<file path="config.mk">
export PLATFORM = sky130hd
export DESIGN_NAME = packet_ring_writer_core
export DESIGN_NICKNAME = d
export VERILOG_FILES = /design/src/sv/prw_pkg.sv /design/src/sv/packet_ring_writer_core.sv /design/src/sv/prw_fifo.sv /design/src/sv/prw_front.sv /design/src/sv/prw_rem.sv /design/src/sv/prw_back.sv
export SDC_FILE = /design/constraint.sdc
export NUM_CORES = 1
export LEC_CHECK = 0
export ABC_AREA = 1
export BUFFER_PORTS_ARGS = -buffer_cell sky130_fd_sc_hd__buf_4
export CAP_MARGIN = 10
export CORE_MARGIN = 2
export CORE_UTILIZATION = 35
export CTS_CLUSTER_SIZE = 40
export DETAILED_ROUTE_END_ITERATION = 8
export PLACE_DENSITY = 0.51
export SLEW_MARGIN = 25
export SYNTH_ARGS = -nofsm -noshare
export SYNTH_HDL_FRONTEND = slang
export SYNTH_HIERARCHICAL = 1
export SYNTH_SLANG_ARGS = --single-unit
</file>
<file path="constraint.sdc">
create_clock -name clk -period 14.9 [get_ports clk]
set_input_delay 1.49 -clock clk [delete_from_list [all_inputs] [get_ports clk]]
set_output_delay 1.49 -clock clk [all_outputs]
set_load 0.05 [all_outputs]
</file>
<file path="src/sv/prw_pkg.sv">
// packet ring writer: shared types and codes
// word layouts of both channels and the command passed from front to back
// no dependencies
package prw_pkg;

  typedef struct packed {
    logic        operation;
    logic [11:0] header_length;
    logic [11:0] data_length;
    logic [11:0] host_read_index;
    logic        host_interrupt_mask;
    logic [7:0]  data_byte;
  } prw_in_t;

  typedef struct packed {
    logic [1:0]  status;
    logic [11:0] write_index;
    logic        signal_host;
  } prw_out_t;

  localparam logic OP_START = 1'b0;
  localparam logic OP_BYTE  = 1'b1;

  localparam logic [1:0] ST_COMMIT    = 2'd0;
  localparam logic [1:0] ST_NO_SPACE  = 2'd1;
  localparam logic [1:0] ST_NO_PACKET = 2'd2;
  localparam logic [1:0] ST_OPEN      = 2'd3;

  localparam int MIN_RING = 64;
  localparam int MAX_RING = 4096;

  typedef enum logic {
    CMD_START = 1'b0,
    CMD_BYTE  = 1'b1
  } cmd_kind_t;

  typedef struct packed {
    cmd_kind_t   kind;
    logic [12:0] total;
    logic [13:0] aligned;
    logic [2:0]  pad;
    logic [11:0] read_index;
    logic        mask;
    logic [7:0]  data_byte;
  } prw_cmd_t;

endpackage

</file>
<file path="src/sv/packet_ring_writer_core.sv">
// Packet ring writer. A start word checks ring space for the announced packet and opens it;
// byte words are stored one a cycle into the ring while the result queue has room; after
// the last byte the block writes zero padding to the 8-byte boundary and an 8-byte trailer
// carrying the old write index, one ring byte a cycle, then commits and posts a result. A
// start word holds the back end through the pop, two remainder passes of 6 steps each and a
// done flag (write index and host read index modulo the ring size) and the space check. A
// byte word is stored directly, or after a remainder pass when the ring size was changed
// while a packet was open and the cursor has to be reduced first. Pad and trailer follow the
// last byte through the single ring write port. Words in and results out pass 2-deep queues.
// depends on prw_pkg, prw_front, prw_back, prw_fifo
module packet_ring_writer_core #(
  parameter int RING_BYTES = 4096
) (
  input  logic              clk,
  input  logic              rst_n,
  input  logic              push,
  output logic              full,
  input  prw_pkg::prw_in_t  in_word,
  output logic              empty,
  input  logic              pop,
  output prw_pkg::prw_out_t out_word,
  input  logic              cfg_we,
  input  logic [12:0]       cfg_wdata
);

  import prw_pkg::*;

  localparam int RB8 = RING_BYTES - (RING_BYTES % 8);
  localparam int LIM = (RB8 > MAX_RING) ? MAX_RING : RB8;

  logic [12:0] size_r;
  logic [12:0] size_nxt;
  logic        cmd_pop;
  logic        cmd_empty;
  prw_cmd_t    cmd_word;
  logic        res_full;
  logic        res_push;
  prw_out_t    res_word;

  always_comb begin
    size_nxt = {cfg_wdata[12:3], 3'd0};
    if (size_nxt > 13'(LIM)) begin
      size_nxt = 13'(LIM);
    end
    if (size_nxt < 13'(MIN_RING)) begin
      size_nxt = 13'(MIN_RING);
    end
  end

  always_ff @(posedge clk) begin
    if (!rst_n) begin
      size_r <= 13'(LIM);
    end else if (cfg_we) begin
      size_r <= size_nxt;
    end
  end

  prw_front u_front (
    .clk       (clk),
    .rst_n     (rst_n),
    .push      (push),
    .full      (full),
    .in_word   (in_word),
    .cmd_pop   (cmd_pop),
    .cmd_empty (cmd_empty),
    .cmd_word  (cmd_word)
  );

  prw_back #(
    .RING_BYTES (RING_BYTES)
  ) u_back (
    .clk       (clk),
    .rst_n     (rst_n),
    .size      (size_r),
    .cmd_empty (cmd_empty),
    .cmd_word  (cmd_word),
    .cmd_pop   (cmd_pop),
    .res_full  (res_full),
    .res_push  (res_push),
    .res_word  (res_word)
  );

  prw_fifo #(
    .W     ($bits(prw_out_t)),
    .DEPTH (2)
  ) u_res_q (
    .clk   (clk),
    .rst_n (rst_n),
    .push  (res_push),
    .wdata (res_word),
    .full  (res_full),
    .pop   (pop),
    .rdata (out_word),
    .empty (empty)
  );

endmodule

</file>
<file path="src/sv/prw_fifo.sv">
// packet ring writer: small word queue, depth a power of two
// used between front and back and on the result side
// no dependencies
module prw_fifo #(
  parameter int W     = 8,
  parameter int DEPTH = 2
) (
  input  logic         clk,
  input  logic         rst_n,
  input  logic         push,
  input  logic [W-1:0] wdata,
  output logic         full,
  input  logic         pop,
  output logic [W-1:0] rdata,
  output logic         empty
);

  localparam int AW = (DEPTH > 1) ? $clog2(DEPTH) : 1;
  localparam int CW = $clog2(DEPTH + 1);

  logic [W-1:0]  mem_r [DEPTH];
  logic [AW-1:0] wr_ptr_r;
  logic [AW-1:0] rd_ptr_r;
  logic [CW-1:0] count_r;
  logic          do_push;
  logic          do_pop;

  assign full    = (count_r == CW'(DEPTH));
  assign empty   = (count_r == '0);
  assign do_push = push && !full;
  assign do_pop  = pop && !empty;
  assign rdata   = mem_r[rd_ptr_r];

  always_ff @(posedge clk) begin
    if (do_push) begin
      mem_r[wr_ptr_r] <= wdata;
    end
  end

  always_ff @(posedge clk) begin
    if (!rst_n) begin
      wr_ptr_r <= '0;
      rd_ptr_r <= '0;
      count_r  <= '0;
    end else begin
      if (do_push) begin
        wr_ptr_r <= wr_ptr_r + 1'b1;
      end
      if (do_pop) begin
        rd_ptr_r <= rd_ptr_r + 1'b1;
      end
      if (do_push && !do_pop) begin
        count_r <= count_r + 1'b1;
      end else if (do_pop && !do_push) begin
        count_r <= count_r - 1'b1;
      end
    end
  end

endmodule

</file>
<file path="src/sv/prw_front.sv">
// packet ring writer front: accepts input words and turns them into commands
// depends on prw_pkg and prw_fifo
module prw_front (
  input  logic              clk,
  input  logic              rst_n,
  input  logic              push,
  output logic              full,
  input  prw_pkg::prw_in_t  in_word,
  input  logic              cmd_pop,
  output logic              cmd_empty,
  output prw_pkg::prw_cmd_t cmd_word
);

  import prw_pkg::*;

  prw_cmd_t    cmd;
  logic [12:0] total;
  logic [13:0] aligned;

  assign total   = 13'(in_word.header_length) + 13'(in_word.data_length);
  assign aligned = (14'(total) + 14'd7) & ~14'd7;

  always_comb begin
    cmd.kind       = (in_word.operation == OP_BYTE) ? CMD_BYTE : CMD_START;
    cmd.total      = total;
    cmd.aligned    = aligned;
    cmd.pad        = 3'(aligned - 14'(total));
    cmd.read_index = in_word.host_read_index;
    cmd.mask       = in_word.host_interrupt_mask;
    cmd.data_byte  = in_word.data_byte;
  end

  prw_fifo #(
    .W     ($bits(prw_cmd_t)),
    .DEPTH (2)
  ) u_cmd_q (
    .clk   (clk),
    .rst_n (rst_n),
    .push  (push),
    .wdata (cmd),
    .full  (full),
    .pop   (cmd_pop),
    .rdata (cmd_word),
    .empty (cmd_empty)
  );

endmodule

</file>
<file path="src/sv/prw_rem.sv">
// packet ring writer: iterative remainder of a ring index by the ring size
// restoring steps, one quotient bit a cycle; no dependencies
module prw_rem (
  input  logic        clk,
  input  logic        rst_n,
  input  logic        start,
  input  logic [11:0] dividend,
  input  logic [12:0] divisor,
  output logic        done,
  output logic [11:0] remainder
);

  localparam logic [2:0] LAST_STEP = 3'd5;

  logic        busy_r;
  logic        done_r;
  logic [2:0]  step_r;
  logic [11:0] rem_r;
  logic [17:0] shifted;
  logic        ge;

  assign shifted   = 18'(divisor) << step_r;
  assign ge        = (18'(rem_r) >= shifted);
  assign done      = done_r;
  assign remainder = rem_r;

  always_ff @(posedge clk) begin
    if (start) begin
      rem_r  <= dividend;
      step_r <= LAST_STEP;
    end else if (busy_r) begin
      if (ge) begin
        rem_r <= rem_r - shifted[11:0];
      end
      step_r <= step_r - 3'd1;
    end
  end

  always_ff @(posedge clk) begin
    if (!rst_n) begin
      busy_r <= 1'b0;
      done_r <= 1'b0;
    end else begin
      done_r <= busy_r && !start && (step_r == 3'd0);
      if (start) begin
        busy_r <= 1'b1;
      end else if (busy_r && step_r == 3'd0) begin
        busy_r <= 1'b0;
      end
    end
  end

endmodule

</file>
<file path="src/sv/prw_back.sv">
// packet ring writer back: space check, byte stores, padding and trailer, commit
// depends on prw_pkg and prw_rem; holds the ring memory
module prw_back #(
  parameter int RING_BYTES = 4096
) (
  input  logic              clk,
  input  logic              rst_n,
  input  logic [12:0]       size,
  input  logic              cmd_empty,
  input  prw_pkg::prw_cmd_t cmd_word,
  output logic              cmd_pop,
  input  logic              res_full,
  output logic              res_push,
  output prw_pkg::prw_out_t res_word
);

  import prw_pkg::*;

  localparam int RB8 = RING_BYTES - (RING_BYTES % 8);
  localparam int LIM = (RB8 > MAX_RING) ? MAX_RING : RB8;
  localparam int AW  = $clog2(LIM);

  typedef enum logic [5:0] {
    S_IDLE  = 6'b000001,
    S_WI    = 6'b000010,
    S_RI    = 6'b000100,
    S_CHECK = 6'b001000,
    S_RCUR  = 6'b010000,
    S_TAIL  = 6'b100000
  } state_t;

  logic [7:0] ring_mem [LIM];

  state_t      state_r, state_nxt;
  logic        open_r, open_nxt;
  logic        mask_r, mask_nxt;
  logic [11:0] commit_r, commit_nxt;
  logic [11:0] cursor_r, cursor_nxt;
  logic [12:0] left_r, left_nxt;
  logic [2:0]  pad_r, pad_nxt;
  logic [3:0]  step_r, step_nxt;
  logic [11:0] wi_r, wi_nxt;
  logic [11:0] ri_r, ri_nxt;
  prw_cmd_t    cmd_r, cmd_nxt;

  logic        rem_start;
  logic [11:0] rem_x;
  logic        rem_done;
  logic [11:0] rem_res;

  logic        mem_we;
  logic [11:0] mem_idx;
  logic [7:0]  mem_wdata;

  logic [11:0] put_idx;
  logic [12:0] put_inc;
  logic [11:0] put_next;
  logic [12:0] used;
  logic [12:0] avail;
  logic [3:0]  tail_k;

  prw_rem u_rem (
    .clk       (clk),
    .rst_n     (rst_n),
    .start     (rem_start),
    .dividend  (rem_x),
    .divisor   (size),
    .done      (rem_done),
    .remainder (rem_res)
  );

  assign put_idx  = (state_r == S_RCUR) ? rem_res : cursor_r;
  assign put_inc  = 13'(put_idx) + 13'd1;
  assign put_next = (put_inc == size) ? 12'd0 : put_inc[11:0];
  assign used     = (wi_r >= ri_r) ? (13'(wi_r) - 13'(ri_r))
                                   : (13'(wi_r) + size - 13'(ri_r));
  assign avail    = size - used;
  assign tail_k   = step_r - 4'(pad_r);

  always_comb begin
    state_nxt  = state_r;
    open_nxt   = open_r;
    mask_nxt   = mask_r;
    commit_nxt = commit_r;
    cursor_nxt = cursor_r;
    left_nxt   = left_r;
    pad_nxt    = pad_r;
    step_nxt   = step_r;
    wi_nxt     = wi_r;
    ri_nxt     = ri_r;
    cmd_nxt    = cmd_r;
    cmd_pop    = 1'b0;
    res_push   = 1'b0;
    res_word   = '0;
    rem_start  = 1'b0;
    rem_x      = commit_r;
    mem_we     = 1'b0;
    mem_idx    = put_idx;
    mem_wdata  = cmd_r.data_byte;

    case (state_r)
      S_IDLE: begin
        if (!cmd_empty && !res_full) begin
          cmd_pop = 1'b1;
          cmd_nxt = cmd_word;
          case (cmd_word.kind)
            CMD_START: begin
              if (open_r) begin
                res_push             = 1'b1;
                res_word.status      = ST_OPEN;
                res_word.write_index = commit_r;
              end else begin
                rem_start = 1'b1;
                rem_x     = commit_r;
                state_nxt = S_WI;
              end
            end
            CMD_BYTE: begin
              if (!open_r) begin
                res_push             = 1'b1;
                res_word.status      = ST_NO_PACKET;
                res_word.write_index = commit_r;
              end else if (13'(cursor_r) >= size) begin
                rem_start = 1'b1;
                rem_x     = cursor_r;
                state_nxt = S_RCUR;
              end else begin
                mem_we     = 1'b1;
                mem_wdata  = cmd_word.data_byte;
                cursor_nxt = put_next;
                left_nxt   = left_r - 13'd1;
                if (left_r == 13'd1) begin
                  step_nxt  = 4'd0;
                  state_nxt = S_TAIL;
                end
              end
            end
            default: state_nxt = S_IDLE;
          endcase
        end
      end
      S_WI: begin
        if (rem_done) begin
          wi_nxt    = rem_res;
          rem_start = 1'b1;
          rem_x     = cmd_r.read_index;
          state_nxt = S_RI;
        end
      end
      S_RI: begin
        if (rem_done) begin
          ri_nxt    = rem_res;
          state_nxt = S_CHECK;
        end
      end
      S_CHECK: begin
        commit_nxt = wi_r;
        if (14'(avail) <= cmd_r.aligned) begin
          res_push             = 1'b1;
          res_word.status      = ST_NO_SPACE;
          res_word.write_index = wi_r;
          state_nxt            = S_IDLE;
        end else begin
          cursor_nxt = wi_r;
          left_nxt   = cmd_r.total;
          pad_nxt    = cmd_r.pad;
          mask_nxt   = cmd_r.mask;
          open_nxt   = 1'b1;
          step_nxt   = 4'd0;
          state_nxt  = (cmd_r.total == 13'd0) ? S_TAIL : S_IDLE;
        end
      end
      S_RCUR: begin
        if (rem_done) begin
          mem_we     = 1'b1;
          cursor_nxt = put_next;
          left_nxt   = left_r - 13'd1;
          step_nxt   = 4'd0;
          state_nxt  = (left_r == 13'd1) ? S_TAIL : S_IDLE;
        end
      end
      S_TAIL: begin
        mem_we     = 1'b1;
        cursor_nxt = put_next;
        case (tail_k)
          4'd4:    mem_wdata = commit_r[7:0];
          4'd5:    mem_wdata = {4'd0, commit_r[11:8]};
          default: mem_wdata = 8'd0;
        endcase
        if (step_r == 4'(pad_r) + 4'd7) begin
          commit_nxt           = put_next;
          res_push             = 1'b1;
          res_word.status      = ST_COMMIT;
          res_word.write_index = put_next;
          res_word.signal_host = !mask_r;
          open_nxt             = 1'b0;
          left_nxt             = 13'd0;
          pad_nxt              = 3'd0;
          state_nxt            = S_IDLE;
        end else begin
          step_nxt = step_r + 4'd1;
        end
      end
      default: state_nxt = S_IDLE;
    endcase
  end

  always_ff @(posedge clk) begin
    if (mem_we) begin
      ring_mem[mem_idx[AW-1:0]] <= mem_wdata;
    end
  end

  always_ff @(posedge clk) begin
    step_r <= step_nxt;
    wi_r   <= wi_nxt;
    ri_r   <= ri_nxt;
    cmd_r  <= cmd_nxt;
  end

  always_ff @(posedge clk) begin
    if (!rst_n) begin
      state_r  <= S_IDLE;
      open_r   <= 1'b0;
      mask_r   <= 1'b0;
      commit_r <= '0;
      cursor_r <= '0;
      left_r   <= '0;
      pad_r    <= '0;
    end else begin
      state_r  <= state_nxt;
      open_r   <= open_nxt;
      mask_r   <= mask_nxt;
      commit_r <= commit_nxt;
      cursor_r <= cursor_nxt;
      left_r   <= left_nxt;
      pad_r    <= pad_nxt;
    end
  end

endmodule

</file>
Word-level counts from Yosys, hierarchy flattened:

Memories as Yosys holds them, arrays and structs flattened. A register that Yosys moved wholly into a read port is not among the register bits.
Index checks and enable logic that the tools add are counted.

* memories kept: 2
* bits in registers: 157
* bits in writable memories: 128
* input port bits: 64

* equality and inequality tests: 25
* add/subtract/negate cells: 21
* magnitude comparators: 6
* bitwise logic cells: 2
* reductions and logical operators: 44
* muxes and demuxes: 98
* shift operators: 1

Memory list
* u_front.u_cmd_q.mem_r: words 2, width 49, rd ports 1, clocked after Yosys merged registers in 1, wr ports 1, RTL line prw_fifo.sv:21 `logic [W-1:0] mem_r [DEPTH];`
* u_res_q.mem_r: words 2, width 15, rd ports 1, clocked after Yosys merged registers in 1, wr ports 1, RTL line prw_fifo.sv:21

Operators by type and width (count)
* 12-bit two-way mux: 16
* 13-bit two-way mux: 12
* 6-bit two-way mux: 12
* 12-bit one-hot mux with 2 select lines: 3
* 13-bit one-hot mux with 4 select lines: 1
* 12-bit one-hot mux with 4 select lines: 1
* 14-bit two-way mux: 3
* 14-bit one-hot mux with 3 select lines: 1
* 6-bit one-hot mux with 6 select lines: 1
* 4-bit two-way mux: 8
* 14-bit one-hot mux with 2 select lines: 1
* 1-bit two-way mux: 25
* 12-bit by 18-bit >= comparator with 1-bit output: 1
* 13-bit by 3-bit << shifter with 18-bit output: 1
* 4-bit one-hot mux with 4 select lines: 1
* 8-bit AND reduction: 2
* 13-bit by 3-bit adder with 14-bit output, second input constant: 1
* 13-bit by 14-bit less-or-equal comparator with 1-bit output: 1
* 12-bit by 1-bit adder with 13-bit output, second input constant: 1
* 12-bit by 12-bit adder with 13-bit output: 1
* 12-bit by 13-bit adder with 13-bit output: 1
* 13-bit by 1-bit == test with 1-bit output, second input constant: 1
* 13-bit == test: 1
* 12-bit by 13-bit >= comparator with 1-bit output: 1
* other kinds (45): 100

Logic depth before layout (Yosys ltp):

* word-level depth: 12
* gate-level depth with buffers: 42
* gate-level depth less buffers: 42

Cells and area by module:

The synthesis kept the hierarchy.

Modules (own cells, without submodules)
* prw_back: cells an instance 1172, area each 8944.8 um^2, instances 1, seq. area each 3093.0 um^2
* prw_fifo at u_front.u_cmd_q: cells an instance 200, area each 4252.8 um^2, instances 1, seq. area each 3223.1 um^2
* prw_rem: cells an instance 277, area each 1726.7 um^2, instances 1, seq. area each 460.4 um^2
* prw_fifo at u_res_q: cells an instance 85, area each 1383.8 um^2, instances 1, seq. area each 1001.0 um^2
* prw_front: cells an instance 212, area each 1098.6 um^2, instances 1, seq. area each 0.0 um^2
* packet_ring_writer_core: cells an instance 64, area each 467.9 um^2, instances 1, seq. area each 200.2 um^2

Least setup slack after synthesis:

Ideal clock, no wire load.

* path kind: flip-flop to flip-flop
* start point: register u_back.wi_r[2]
* end point: memory u_res_q/mem_r[1][0] in the netlist's numbering, enable pin
* arrival time: 5504 ps
* period minus slack after synthesis: 5891 ps
* path buffers: 1
* stages on the path, launching flop included: 33
* required time: 14514 ps
* setup slack: 9009 ps
* path through: edfxtp_1 ha_1 a21oi_1 o21ai_0 a21oi_1 o21ai_1 a21boi_0 o21ai_1 a21oi_1 buf_2 o21ai_0 fa_1 nand3_1 nand3_1 nand2_1 nand3_1 nand3_1 nand2_1 a21oi_1 nor2_1 nor2_1 xor2_1 nand3b_1 nand2_1 ha_1 nand2_1 nor3_1 nand4_1 nand2_1 nand2_1 nand3b_1 o21ai_2 nor2_1

* longest elaborated chain between the ends: 10
* elaborated cells on any way between the ends: 12

RTL lines
* start: declaration: RTL line prw_back.sv:42 `logic [11:0] wi_r, wi_nxt;`
* start signal: assignment: RTL line prw_back.sv:216 `wi_r <= wi_nxt;`
* 12-bit by 13-bit adder with 13-bit output: RTL line prw_back.sv:76 `: (13'(wi_r) + size - 13'(ri_r));`
* 13-bit by 12-bit subtractor with 13-bit output: RTL line prw_back.sv:76
* 13-bit two-way mux *: RTL line prw_back.sv:75 `assign used = (wi_r >= ri_r) ? (13'(wi_r) - 13'(ri_r))`
* 13-bit subtractor *: RTL line prw_back.sv:77 `assign avail = size - used;`
* 13-bit by 14-bit less-or-equal comparator with 1-bit output *: RTL line prw_back.sv:158 `if (14'(avail) <= cmd_r.aligned) begin`
* 1-bit two-way mux *: RTL line prw_back.sv:158
* 1-bit one-hot mux with 3 select lines *: RTL line prw_back.sv:101 `case (state_r)`
* named net res_push: RTL line packet_ring_writer_core.sv:37 `logic res_push;`
* 1-bit logical AND *: RTL line prw_fifo.sv:30 `assign do_push = push && !full;`
* 1-bit two-way mux *: RTL line prw_fifo.sv:35 `if (do_push) begin`
* 1-bit two-way mux (not written as such) *: RTL line prw_fifo.sv:36 `mem_r[wr_ptr_r] <= wdata;`
* end: declaration: RTL line prw_fifo.sv:21

The timed path passes the listed nets; every way through them passes the cells marked *.

Worst setup path in the final report:

* start point: register u_back.wi_r[4]
* end point: register u_back.step_r[0], enable pin

* longest elaborated chain between the ends: 7
* elaborated cells on any way between the ends: 9

RTL lines
* 12-bit by 13-bit adder with 13-bit output: RTL line prw_back.sv:76
* 13-bit by 12-bit subtractor with 13-bit output: RTL line prw_back.sv:76
* 13-bit two-way mux *: RTL line prw_back.sv:75
* 13-bit subtractor *: RTL line prw_back.sv:77
* 13-bit by 14-bit less-or-equal comparator with 1-bit output *: RTL line prw_back.sv:158
* 2-bit != test (no line) *
* 9-bit AND reduction (no line) *
* end signal: assignment: RTL line prw_back.sv:215 `step_r <= step_nxt;`
* end: declaration: RTL line prw_back.sv:41 `logic [3:0] step_r, step_nxt;`

Every way passes the cells marked *; elsewhere a longest branch is shown, timed or not.
A chain may end at the register's enable or synchronous reset.

==> metrics.md <==
| Metric | Value |
|---|---|
| Outcome | complete, no violations |
| Reg2Reg Depth | 29 |
| WP buf/inv | 1 |
| Synthesized instance count | 1,986 |
| Reg2reg end | u_back/step_r[0]$_SDFFCE_PN0P_ |
| Setup TNS | 0 ns |
| Setup WS pre-CTS | 6.73 ns |
| CP top delay family | compound AO/OA/AOI/OAI gates |
| RSZ-0062 raised after global routing | no |
| Critical path launch point type | flip-flop |
| Reg-to-Reg Start | u_back/wi_r[4]$_DFFE_PP_ |
| Mapped Area | 17,300 um2 |
| Ports | 81 |
| Detailed-route wire length | 44,100 um |
| Pwr Total | 3.31 mW |
| FP Rows | 81 |
| Syn. warnings | 6 |
| Worst slew margin | 0.317 |
| H-tree levels | 2 |
| Critical path origin | u_back/wi_r[4]$_DFFE_PP_ |
| Die Y | 226 um |
| CTS Sinks | 274 |
| Slew Viols, Final | 0 |
| Routed vias/inst | 4.91 |
| Root Driver | clkbuf_16 |
| DPL Wire Length | 33,500 um |
| Post-Syn Area per Cell | 8.70 um2 |
| Most used cell, CP | a21oi_1 |
| Clock transition at path regs | 0.06 ns |
| Post-CTS setup buffers | 0 |
| Die width | 226 um |
| Full die area | 51,100 um2 |
| Global-route usage over all layers | 0.175 |
| Post-cts resize count | 0 |
| Pwr per Cell Area | 169 nW/um2 |
| Final #Nets | 2,245 |
| Max Freq | 121 MHz |
| Antenna fix cells | 0 |
| Slowest-stage cell, CP | nor3_1 |
| Final hold violations | 0 |
| Number of routed nets with antenna violations | 0 |
| Wire per inst | 16.0 um |
| Final min period | 8.24 ns |
| Crit path kind | flip-flop to flip-flop |
| Critical path required time | 15.07 ns |
| Clk buf depth | 3 |
| Vias after detailed routing | 13,560 |
| Worst Path Max Fanout | 25 |
| Met2 usage | 0.289 |
| Gr busiest metal | met2 |
| CP arrival | 8.41 ns |
| DR iter-0 viols | 888 |
| Met3 usage | 0.0262 |
| DRC viols | 0 |
| 1st-pass router iterations | 5 |
| Worst Tran Pin Value | 1.02 ns |
| First-pass GRT wire length | 69,800 um |
| Worst Hold Class | flip-flop to flip-flop |
| Buffers added on ports | 69 |
| Area grow syn2layout | 13.4% |
| CTS tree | built |
| Final count of negative-setup-slack endpoints | 0 |
| CP Depth | 29 |
| Initial antenna violation count | 0 |
| Final Wtd Congestion | 0.873 |
| Max-Cap Viols | 0 |
| Fin worst setup slack | 6.66 ns |
| Reg2Reg Setup Slack | 6.66 ns |
| Crit-path max cell delay | 0.76 ns |
| Worst setup path endpoint | u_back/step_r[0]$_SDFFCE_PN0P_ |
| GRT overflow | 0 |
| Final worst-path cycle share | 0.553 |
| Layout cells sized above 1 | 0.128 |
| Initial Util | 0.354 |
| Worst Skew | 0.0156 ns |
| Largest net degree at the start of global routing | 59 |
| Clk Latency, worst-skew pair | 0.54 ns |
| Post-CTS Hold Buffers | 0 |
| Vias in the first global route | 13,125 |
| Leak | 8.56 nW |
| GR Util met1 | 0.236 |
| Peak VDD IR | 0.0956 mV |
| Core ar. | 48,800 um2 |
| Worst setup EP type | flip-flop |
| CTS Buf Count | 35 |
==> worst register-to-register path: cells and delay by family (launching register included) <==
kind | cells | cell delay, ns
xor+xnor | 1 | 0.30
compound gates | 16 | 3.36
simple gates | 8 | 2.67
buf+inv | 1 | 0.23
fa+ha+maj | 3 | 0.93
flops | 1 | 0.39
==> cell type report <==
| cell class | count | area [um2] |
|---|---|---|
| tap | 664 | 831 |
| inverter | 289 | 1080 |
| clock buffer | 44 | 951 |
| multi-input combinational | 1392 | 8430 |
| timing repair buffer | 76 | 571 |
| sequential | 274 | 7500 |
| clock inverter | 20 | 218 |
| fill | 4963 | 29300 |
==> power breakdown <==
group	leakage [nW]	internal, mW	switching (mW)
Sequential	2.48	1.06	0.119
Combinational	5.50	0.454	0.824
Clock	0.577	0.524	0.330
Total	8.56	2.04	1.27
==> worst min path at each step <==
stage	end	cells after the start	slack, ns	from
after floorplan	u_back/pad_r[1]$_SDFFE_PN0P_	2	0.44	u_back/pad_r[1]$_SDFFE_PN0P_
after global placement	u_back/pad_r[1]$_SDFFE_PN0P_	2	0.46	u_back/pad_r[1]$_SDFFE_PN0P_
after detailed placement	u_back/pad_r[1]$_SDFFE_PN0P_	2	0.47	u_back/pad_r[1]$_SDFFE_PN0P_
after CTS	u_back/pad_r[1]$_SDFFE_PN0P_	2	0.48	u_back/pad_r[1]$_SDFFE_PN0P_
after global routing	u_back/pad_r[1]$_SDFFE_PN0P_	2	0.50	u_back/pad_r[1]$_SDFFE_PN0P_
final	u_back/pad_r[1]$_SDFFE_PN0P_	2	0.47	u_back/pad_r[1]$_SDFFE_PN0P_
==> cells in the final DEF (no fill, tap or decap), types with 7 or more instances in the layout <==
cell type,instances
clkbuf_16,36
nand3_1,127
o21ai_0,82
fa_1,16
a32oi_1,12
a31oi_1,9
ha_1,97
inv_1,281
xor2_1,37
edfxtp_1,201
conb_1,24
o211ai_1,17
nand3_2,12
dfxtp_1,72
inv_2,8
a22oi_1,12
nor2_1,146
a21oi_1,135
xnor2_1,13
nand2_1,441
mux2_4,52
nand4_1,29
o21ai_1,15
clkinv_2,9
nor3_1,15
buf_4,76
mux2_2,7
nand2_2,24
nor2_2,13
==> routing by layer <==
| layer | part of all wire | vias to the layer above |
|---|---|---|
| met1 | 0.47 | 6416 |
| met2 | 0.46 | 276 |
| met3 | 0.043 | 48 |
| met4 | 0.023 | 0 |
| li1 | - | 6820 |
| met5 | 0 | - |
==> registers in the layout, summed over array words and instances (netlist names), 4 cells and up, named ones only <==
| signal | count |
|---|---|
| size_r | 10 |
| u_back/cmd_r | 43 |
| u_back/commit_r | 12 |
| u_back/cursor_r | 12 |
| u_back/left_r | 13 |
| u_back/ri_r | 12 |
| u_back/state_r | 6 |
| u_back/step_r | 4 |
| u_back/u_rem/remainder | 12 |
| u_back/wi_r | 12 |
| u_front/u_cmd_q/mem_r | 88 |
| u_res_q/mem_r | 30 |
==> metrics by stage <==
stage	utilization	hold WS (ns)	instances	area, um2
after detailed placement	0.377	0.469	2695	18400
final	0.401	0.474	2759	19600
after global placement	0.377	0.456	2695	18400
after global routing	0.401	0.500	2759	19600
after CTS	0.401	0.478	2759	19600
after floorplan	-	0.441	2008	17400
Power figures use the tool's default switching activity.
